## config.mk

```make
export PLATFORM = sky130hd
export DESIGN_NAME = segtree_ctrl_flat
export DESIGN_NICKNAME = d
export VERILOG_FILES = /design/src/hw/rtl/segtree_pkg.sv /design/src/hw/rtl/segtree_if.sv /design/src/hw/rtl/segtree_ctrl.sv /design/src/flat_wrapper.sv
export SDC_FILE = /design/constraint.sdc
export NUM_CORES = 1
export LEC_CHECK = 0
export BUFFER_PORTS_ARGS = -buffer_cell sky130_fd_sc_hd__buf_2
export CAP_MARGIN = 10
export CORE_UTILIZATION = 57
export CTS_CLUSTER_SIZE = 28
export DETAILED_ROUTE_END_ITERATION = 10
export PLACE_DENSITY = 0.91
export SYNTH_ARGS = -nofsm -noshare
export SYNTH_HDL_FRONTEND = slang
export SYNTH_SLANG_ARGS = --single-unit
```

## constraint.sdc

```tcl
create_clock -name clk -period 5 [get_ports clk]
set_clock_uncertainty 0.05 [all_clocks]
set_input_delay 1 -clock clk [delete_from_list [all_inputs] [get_ports clk]]
set_output_delay 1 -clock clk [all_outputs]
set_load 0.02 [all_outputs]
```

## src/hw/rtl/segtree_pkg.sv

```systemverilog
`timescale 1ns / 1ps

package segtree_pkg;

    localparam int LEAF_W = 11;
    localparam int POS_W  = 10;
    localparam int DATA_W = 32;

    typedef logic [LEAF_W-1:0]        leaf_t;
    typedef logic [POS_W-1:0]         pos_t;
    typedef logic [DATA_W-1:0]        word_t;
    typedef logic signed [DATA_W-1:0] sword_t;

    localparam leaf_t LEAF_RESET = 11'd1024;

    localparam logic MODE_ADD   = 1'b0;
    localparam logic MODE_QUERY = 1'b1;

endpackage

```

## src/hw/rtl/segtree_if.sv

```systemverilog
`timescale 1ns / 1ps

interface segtree_in_if;
    import segtree_pkg::*;

    logic   valid;
    logic   ready;
    logic   mode;
    pos_t   position;
    pos_t   right_end;
    sword_t delta;

    modport source (output valid, output mode, output position, output right_end,
                    output delta, input ready);
    modport sink   (input valid, input mode, input position, input right_end,
                    input delta, output ready);
endinterface

interface segtree_out_if;
    import segtree_pkg::*;

    logic   valid;
    logic   ready;
    sword_t range_sum;
    logic   bad_index;

    modport source (output valid, output range_sum, output bad_index, input ready);
    modport sink   (input valid, input range_sum, input bad_index, output ready);
endinterface

```

## src/hw/rtl/segtree_ctrl.sv

```systemverilog
`timescale 1ns / 1ps

module segtree_ctrl #(
    parameter int MAX_LEAVES = 1024,
    localparam int DEPTH = 2 * MAX_LEAVES,
    localparam int NW = $clog2(DEPTH),
    localparam int CW = ($clog2(MAX_LEAVES + 1) > segtree_pkg::LEAF_W) ?
                        $clog2(MAX_LEAVES + 1) : segtree_pkg::LEAF_W
) (
    input  logic                 clk,
    input  logic                 rst_n,
    input  logic [CW-1:0]        n,
    segtree_in_if.sink           item,
    segtree_out_if.source        result,
    output logic                 mem_we,
    output logic [NW-1:0]        mem_waddr,
    output segtree_pkg::word_t   mem_wdata,
    output logic [NW-1:0]        mem_raddr_a,
    output logic [NW-1:0]        mem_raddr_b,
    input  segtree_pkg::word_t   mem_rdata_a,
    input  segtree_pkg::word_t   mem_rdata_b
);
    import segtree_pkg::*;

    localparam logic [2:0] ST_CLEAR    = 3'd0;
    localparam logic [2:0] ST_IDLE     = 3'd1;
    localparam logic [2:0] ST_ADD_RD   = 3'd2;
    localparam logic [2:0] ST_ADD_LEAF = 3'd3;
    localparam logic [2:0] ST_ADD_UP   = 3'd4;
    localparam logic [2:0] ST_Q_RD     = 3'd5;
    localparam logic [2:0] ST_Q_STEP   = 3'd6;
    localparam logic [2:0] ST_RESULT   = 3'd7;

    logic [2:0]    state_reg, state_next;
    logic [NW-1:0] node_reg, node_next;   // add: current node; query: left end
    logic [NW-1:0] r_reg, r_next;
    word_t         acc_reg, acc_next;     // add: running node value; query: sum
    word_t         delta_reg, delta_next;
    logic          bad_reg, bad_next;
    logic [NW-1:0] clr_cnt_reg, clr_cnt_next;

    logic          out_valid_reg;
    word_t         out_sum_reg;
    logic          out_bad_reg;
    logic          load_out;

    logic          accept;
    logic          out_free;
    logic          pos_bad;
    logic          rend_bad;
    logic [NW-1:0] leaf_l;
    logic [NW-1:0] leaf_r;
    logic [NW-1:0] parent;
    logic [NW:0]   l_inc;
    logic [NW-1:0] l_up;
    logic [NW-1:0] r_dec;
    logic [NW-1:0] r_up;
    word_t         add_a;
    word_t         add_b;
    word_t         q_sum;
    word_t         up_sum;
    word_t         leaf_sum;

    assign item.ready = (state_reg == ST_IDLE);
    assign accept     = item.valid && item.ready;
    assign out_free   = !out_valid_reg || result.ready;

    assign pos_bad  = CW'(item.position) >= n;
    assign rend_bad = CW'(item.right_end) >= n;
    assign leaf_l   = NW'(n) + NW'(item.position);
    assign leaf_r   = NW'(n) + NW'(item.right_end);

    assign parent   = {1'b0, node_reg[NW-1:1]};
    assign l_inc    = {1'b0, node_reg} + (NW+1)'(1);
    assign l_up     = l_inc[NW:1];
    assign r_dec    = r_reg - NW'(1);
    assign r_up     = {1'b0, r_dec[NW-1:1]};

    // Left end contributes when it is a right child, right end when a left child.
    assign add_a    = node_reg[0] ? mem_rdata_a : '0;
    assign add_b    = r_reg[0] ? '0 : mem_rdata_b;
    assign q_sum    = acc_reg + add_a + add_b;
    assign up_sum   = acc_reg + mem_rdata_a;
    assign leaf_sum = mem_rdata_a + delta_reg;

    always_comb
    begin
        state_next   = state_reg;
        node_next    = node_reg;
        r_next       = r_reg;
        acc_next     = acc_reg;
        delta_next   = delta_reg;
        bad_next     = bad_reg;
        clr_cnt_next = clr_cnt_reg;
        mem_we       = 1'b0;
        mem_waddr    = node_reg;
        mem_wdata    = acc_reg;
        mem_raddr_a  = node_reg;
        mem_raddr_b  = r_reg;
        load_out     = 1'b0;

        unique case (state_reg)
            ST_CLEAR:
            begin
                mem_we       = 1'b1;
                mem_waddr    = clr_cnt_reg;
                mem_wdata    = '0;
                clr_cnt_next = clr_cnt_reg + NW'(1);
                if (clr_cnt_reg == NW'(DEPTH - 1))
                begin
                    state_next = ST_IDLE;
                end
            end

            ST_IDLE:
            begin
                if (accept)
                begin
                    node_next  = leaf_l;
                    r_next     = leaf_r;
                    delta_next = item.delta;
                    acc_next   = '0;
                    bad_next   = 1'b0;
                    if (item.mode == MODE_ADD)
                    begin
                        if (pos_bad)
                        begin
                            bad_next   = 1'b1;
                            state_next = ST_RESULT;
                        end
                        else
                        begin
                            state_next = ST_ADD_RD;
                        end
                    end
                    else
                    begin
                        if (pos_bad || rend_bad)
                        begin
                            bad_next   = 1'b1;
                            state_next = ST_RESULT;
                        end
                        else if (item.position > item.right_end)
                        begin
                            state_next = ST_RESULT;
                        end
                        else
                        begin
                            state_next = ST_Q_RD;
                        end
                    end
                end
            end

            ST_ADD_RD:
            begin
                state_next = ST_ADD_LEAF;
            end

            ST_ADD_LEAF:
            begin
                mem_we      = 1'b1;
                mem_waddr   = node_reg;
                mem_wdata   = leaf_sum;
                acc_next    = leaf_sum;
                mem_raddr_a = node_reg ^ NW'(1);
                state_next  = (node_reg > NW'(1)) ? ST_ADD_UP : ST_IDLE;
            end

            ST_ADD_UP:
            begin
                // the sibling word is on port A; the parent gets the new pair sum
                mem_we      = 1'b1;
                mem_waddr   = parent;
                mem_wdata   = up_sum;
                acc_next    = up_sum;
                node_next   = parent;
                mem_raddr_a = parent ^ NW'(1);
                if (parent <= NW'(1))
                begin
                    state_next = ST_IDLE;
                end
            end

            ST_Q_RD:
            begin
                state_next = ST_Q_STEP;
            end

            ST_Q_STEP:
            begin
                acc_next    = q_sum;
                node_next   = l_up;
                r_next      = r_up;
                mem_raddr_a = l_up;
                mem_raddr_b = r_up;
                if (l_up > r_up)
                begin
                    state_next = ST_RESULT;
                end
            end

            ST_RESULT:
            begin
                if (out_free)
                begin
                    load_out   = 1'b1;
                    state_next = ST_IDLE;
                end
            end

            default:
            begin
                state_next = ST_IDLE;
            end
        endcase
    end

    always_ff @(posedge clk or negedge rst_n)
    begin
        if (!rst_n)
        begin
            state_reg   <= ST_CLEAR;
            clr_cnt_reg <= '0;
        end
        else
        begin
            state_reg   <= state_next;
            clr_cnt_reg <= clr_cnt_next;
        end
    end

    always_ff @(posedge clk)
    begin
        node_reg  <= node_next;
        r_reg     <= r_next;
        acc_reg   <= acc_next;
        delta_reg <= delta_next;
        bad_reg   <= bad_next;
    end

    // Output register: a result may wait here while the next item is taken.
    always_ff @(posedge clk or negedge rst_n)
    begin
        if (!rst_n)
        begin
            out_valid_reg <= 1'b0;
        end
        else if (load_out)
        begin
            out_valid_reg <= 1'b1;
        end
        else if (result.ready)
        begin
            out_valid_reg <= 1'b0;
        end
    end

    always_ff @(posedge clk)
    begin
        if (load_out)
        begin
            out_sum_reg <= acc_reg;
            out_bad_reg <= bad_reg;
        end
    end

    assign result.valid     = out_valid_reg;
    assign result.range_sum = out_sum_reg;
    assign result.bad_index = out_bad_reg;

endmodule

```

## src/flat_wrapper.sv

```systemverilog
// flat-port wrapper written by rule: the top's interface ports become plain ports
module segtree_ctrl_flat import segtree_pkg::*;
#(
    parameter int MAX_LEAVES = 1024,
    localparam int DEPTH = 2 * MAX_LEAVES,
    localparam int NW = $clog2(DEPTH),
    localparam int CW = ($clog2(MAX_LEAVES + 1) > segtree_pkg::LEAF_W) ?
                        $clog2(MAX_LEAVES + 1) : segtree_pkg::LEAF_W
)
  (clk, rst_n, n, mem_we, mem_waddr, mem_wdata, mem_raddr_a, mem_raddr_b, mem_rdata_a, mem_rdata_b, item_valid, item_mode, item_position, item_right_end, item_delta, item_ready, result_valid, result_range_sum, result_bad_index, result_ready);
  segtree_in_if item_i ();
  segtree_out_if result_i ();
  input  logic clk;
  input  logic rst_n;
  input  logic [CW-1:0] n;
  output logic mem_we;
  output logic [NW-1:0] mem_waddr;
  output segtree_pkg::word_t mem_wdata;
  output logic [NW-1:0] mem_raddr_a;
  output logic [NW-1:0] mem_raddr_b;
  input  segtree_pkg::word_t mem_rdata_a;
  input  segtree_pkg::word_t mem_rdata_b;
  input wire logic [$bits(item_i.valid)-1:0] item_valid;
  input wire logic [$bits(item_i.mode)-1:0] item_mode;
  input wire logic [$bits(item_i.position)-1:0] item_position;
  input wire logic [$bits(item_i.right_end)-1:0] item_right_end;
  input wire logic [$bits(item_i.delta)-1:0] item_delta;
  output wire logic [$bits(item_i.ready)-1:0] item_ready;
  output wire logic [$bits(result_i.valid)-1:0] result_valid;
  output wire logic [$bits(result_i.range_sum)-1:0] result_range_sum;
  output wire logic [$bits(result_i.bad_index)-1:0] result_bad_index;
  input wire logic [$bits(result_i.ready)-1:0] result_ready;
  assign item_i.valid = item_valid;
  assign item_i.mode = item_mode;
  assign item_i.position = item_position;
  assign item_i.right_end = item_right_end;
  assign item_i.delta = item_delta;
  assign item_ready = item_i.ready;
  assign result_valid = result_i.valid;
  assign result_range_sum = result_i.range_sum;
  assign result_bad_index = result_i.bad_index;
  assign result_i.ready = result_ready;
  segtree_ctrl #(.MAX_LEAVES(MAX_LEAVES)) u_core (.clk(clk), .rst_n(rst_n), .n(n), .item(item_i), .result(result_i), .mem_we(mem_we), .mem_waddr(mem_waddr), .mem_wdata(mem_wdata), .mem_raddr_a(mem_raddr_a), .mem_raddr_b(mem_raddr_b), .mem_rdata_a(mem_rdata_a), .mem_rdata_b(mem_rdata_b));
endmodule
```

# Word-level counts from Yosys, hierarchy flattened
# Index checks and enable logic that the tools add are counted.
dict set report totals {
  elab_cells 86
  out_inout_bits 101
  ramBits 0
  latchBits 0
  mem_count 0
  regBits 135
  mem_bits_ro 0
}
dict set report op_classes {
  mux 31
  n_shift 0
  bitwise_logic 2
  n_reduce_logical 15
  n_div 0
  n_addsub 9
  multipliers 0
  eq_ne 13
  order_cmp 6
}
# cell count
set op_table {}
lappend op_table {{$add 32x32->32} 4}
lappend op_table {{$pmux 32 s4} 1}
lappend op_table {{$mux 32} 3}
lappend op_table {{$pmux 32 s3} 1}
lappend op_table {{$pmux 11 s3} 2}
lappend op_table {{$pmux 11 s2} 2}
lappend op_table {{$mux 11} 3}
lappend op_table {{$mux 3} 9}
lappend op_table {{$pmux 3 s8} 1}
lappend op_table {{$add 11x10->11} 2}
lappend op_table {{$ge 10x11->1} 2}
lappend op_table {{$add 11x1->12 const B} 1}
lappend op_table {{$eq 3x3->1 const B} 4}
lappend op_table {{$add 11x1->11 const B} 1}
lappend op_table {{$eq 11x11->1 const B} 1}
lappend op_table {{$gt 11x1->1 const B} 1}
lappend op_table {{$gt 11x10->1} 1}
lappend op_table {{$sub 11x1->11 const B} 1}
lappend op_table {{$gt 10x10->1} 1}
lappend op_table {{$le 10x1->1 const B} 1}
lappend op_table {{$mux 1} 8}
lappend op_table {{$ne 2x1->1 const B} 4}
lappend op_table {{$reduce_and 2->1} 4}
lappend op_table {{$eq 3x2->1 const B} 2}
lappend op_table {{13 further kinds} 16}

# Logic depth before layout (Yosys ltp)
dict set report logic_depth {
  ltp_word 6
  ltp_mapped 16
  depth_no_buf 15
}

# Worst setup path after synthesis
# OpenSTA, ideal clock, no wires.
dict set report synth_timing {
  kind {in2out}
  from {input port mem_rdata_a[0]}
  to {output port mem_wdata[26]}
  cell_stages 11
  required_time_ns 3.950
  arrival_time_ns 3.451
  slack_ns 0.499
  n_path_buf 0
  cell_sequence {ha_1 -> fa_1 -> a211oi_1 -> nor2_1 -> o311ai_2 -> a31oi_2 -> a21bo_2 -> a311oi_2 -> xor2_1 -> o22ai_1 -> mux2_2}
}
dict set report synth_via {
  elab_chain_len 2
  word_cells_on_any_way 3
  cone_classes {add/sub: 2; mux: 1}
}
# item line_no
set synth_rtl {}
lappend synth_rtl {{start: declaration} flat_wrapper.sv:21} ;# input segtree_pkg::word_t mem_rdata_a;
lappend synth_rtl {{$add 32x32->32, on equally long branches} {segtree_ctrl.sv:83, segtree_ctrl.sv:84}}
lappend synth_rtl {{$pmux 32 s3 *} segtree_ctrl.sv:102} ;# unique case (state_reg)
lappend synth_rtl {{end: declaration} flat_wrapper.sv:18} ;# output segtree_pkg::word_t mem_wdata;
# Mark *: on every way between the ends. The rest lies on a longest branch, timed or not.

# Worst setup path after layout
# Ends and elaborated chain as after synthesis.

==> flow_summary.ini <==
[timing]
fmax_mhz = 204
period_needed_ns = 4.90
rsz0062_at_grt = yes
worst_pin_slew_ns = 1.26
hold-worst-slack_ns = 0.380
finalCritPeriodShare_pct = 97.9
drv_slew = 0
hold_viol = 0
setup_tns_ns = 0
fin_ws_ns = 0.103
setup_violations = 0
slew-limit-headroom_pct = 16.0

[logic_synthesis]
ys_seq_elements = 135
syn_area_um2 = 14000
synth_top_area_share_pct = 25.8
ys_types = 75
synthArstFlopShare_pct = 11.1
synthCells = 1615
ys.flop_type = edfxtp_1
avgSynthCellArea_um2 = 8.64
synthTopCellsByArea = edfxtp_1 26%, ha_1 14%, a21oi_1 5.2%, fa_1 5.2%, xnor2_1 4.9%
synth_edf_count = 120
syn-num-nets = 1939
ys.warnings.count = 0
yosysTopAreaCell = edfxtp_1
ys_seq_area_share_pct = 28.5

[place]
place_congestion = 0.978
place_hpwl_um = 33700
place_ws_ns = 0.102
dpl-instance-area_um2 = 15600
port_buffers = 232

[floorplan]
die_w_um = 158
die-height_um = 158
die_area_um2 = 25100
placementRows = 56
ios = 233
core_area_um2 = 23800
initial_utilization_pct = 58.7

[setup_path]
start_kind = input pin
crit_path_end = mem_wdata[26]
startpoint = mem_rdata_a[0]
ff2ff_path_depth = 15
critical_path.endpoint_type = output port
path_max_fanout = 3
r2r-start = u_core.r_reg[0]$_DFFE_PP_
worst_ep_required_time_ns = 3.95
arrival_ns = 3.85
r2r_end = u_core.acc_reg[30]$_DFFE_PP_
crit_type = input pin to output port
r2r_slack_ns = 0.17

[layout]
nFillCells = 1918
design_area_um2 = 16200
post-route-util_pct = 68.3
layout-drive-gt1-share_pct = 18.2
fin_nets = 2171
areaGrowthSynthToFinish_pct = 16.4

[clock_network]
clock_latency_ns = 0.44
cts.sinks = 135
root_buffer = clkbuf_16
clk_pin_slew_ns = 0.06
cts_tree = built
cts_resized = 0
post-cts-setup-buffers = 0
cts_hold_buf = 0
cts_buffer_depth = 2
cts_buffers = 17
h-tree-depth = 4

[power_and_ir_drop]
p_leak_uw = 0.00750
ir_drop_uv = 389
power_density_nw_per_um2 = 637

[route]
drc = 0
vias = 13600
firstDrtPassIters = 6
ant_nets = 0
vias_per_cell = 6.25
drt_iter0_markers = 1379
avgRoutedWirePerCell_um = 20.2
wirelength_um = 44100

[global_routing]
grt_pass1_vias = 13100
grt_pass1_wl_um = 67200
grt_max_degree = 35
gr-total-overflow = 0
antenna_found_initial = 4
grt_usage_pct = 35.0

[run_status]
status = complete, no violations

[worst_hold_path]
hold_depth = 0
hold_path.class = register to register

[run]
max-cap-violations = 0
## final cells by class
class	count	area, um2	area share, %
diodes	4	10.0	0.0617
clock buffers	22	529	3.26
clock inverters	10	75.1	0.462
inverters	155	582	3.58
multi-input cells	1270	9230	56.8
flip-flops and latches	135	3980	24.5
well taps	319	399	2.46
repair buffers	268	1430	8.82
## per-layer routing
layer,vias to the layer above,GRT usage (%),share of wire [%]
li1,6265,-,-
met1,6386,41.6,38
met2,823,59.7,48
met3,167,6.51,9.2
met4,0,18.6,4.9
met5,-,0,0
## critical path, stage by stage
cell,delay [ns]
buf_2,0.12
ha_1,0.24
fa_2,0.37
a211oi_2,0.20
nor2_1,0.10
o311ai_2,0.36
a31oi_2,0.15
a21bo_2,0.25
a311oi_2,0.27
xor2_1,0.18
o22ai_1,0.14
mux2_2,0.30
buf_2,0.16
## cell families (layout without fill, tap and decap cells)
family / count (synthesis) / after routing / share of synthesized area, %
AND/OR/NAND/NOR: 435 / 435 / 14.2
XOR/XNOR: 134 / 134 / 8.41
other: 0 / 4 / 0
multiplexers: 20 / 20 / 1.46
adder cells (fa/ha/maj): 192 / 192 / 19.2
buffers and inverters: 210 / 455 / 5.65
AO/OA/AOI/OAI: 489 / 489 / 22.6
flip-flops: 135 / 135 / 28.5
## worst min-delay path by stage
stage / end / slack [ns] / start
detailed placement: u_core.result.bad_index$_DFFE_PP_ / 0.36 / u_core.bad_reg$_DFFE_PP_
floorplan: u_core.result.bad_index$_DFFE_PP_ / 0.35 / u_core.bad_reg$_DFFE_PP_
finish: u_core.result.bad_index$_DFFE_PP_ / 0.38 / u_core.bad_reg$_DFFE_PP_
global route: u_core.result.bad_index$_DFFE_PP_ / 0.38 / u_core.bad_reg$_DFFE_PP_
CTS: u_core.result.bad_index$_DFFE_PP_ / 0.37 / u_core.bad_reg$_DFFE_PP_
global placement: u_core.result.bad_index$_DFFE_PP_ / 0.35 / u_core.bad_reg$_DFFE_PP_
## cell usage in the layout (no fill, tap or decap), drive strengths merged, types with 22 or more instances in the layout
cell type and n:
o21ai 115, nand2 166, ha 156, fa 36, clkbuf 22, a21o 48, a22oi 23, buf 268
xor2 56, nand3 34, edfxtp 120, o21bai 23, nor2 111, a21oi 146, xnor2 78, inv 159
## synthesized netlist by cell type, drive strengths merged (15+ instances only)
cell type	number
nand2	166
ha	156
inv	154
a21oi	146
edfxtp	120
o21ai	115
nor2	111
xnor2	78
xor2	56
clkbuf	52
a21o	48
fa	36
nand3	34
a22oi	23
o21bai	23
and3	20
nand4	20
a211oi	19
nor3	19
mux2i	17
o21a	16
dfrtp	15
nor2b	15
## power breakdown
| part | switching [uW] | leakage, uW | total (uW) | internal (uW) |
|---|---|---|---|---|
| registers | 367 | 0.00131 | 2070 | 1700 |
| clock network | 551 | 0.000303 | 1310 | 760 |
| logic | 4370 | 0.00589 | 6960 | 2600 |
## per-stage QoR
stage	power, uW	instances
after global placement	8580	2147
after floorplan	6790	1615
after CTS	10200	2179
final	10300	2183
after global routing	11000	2181
after detailed placement	8800	2147
No activity file was read; power rests on OpenSTA's default activity.
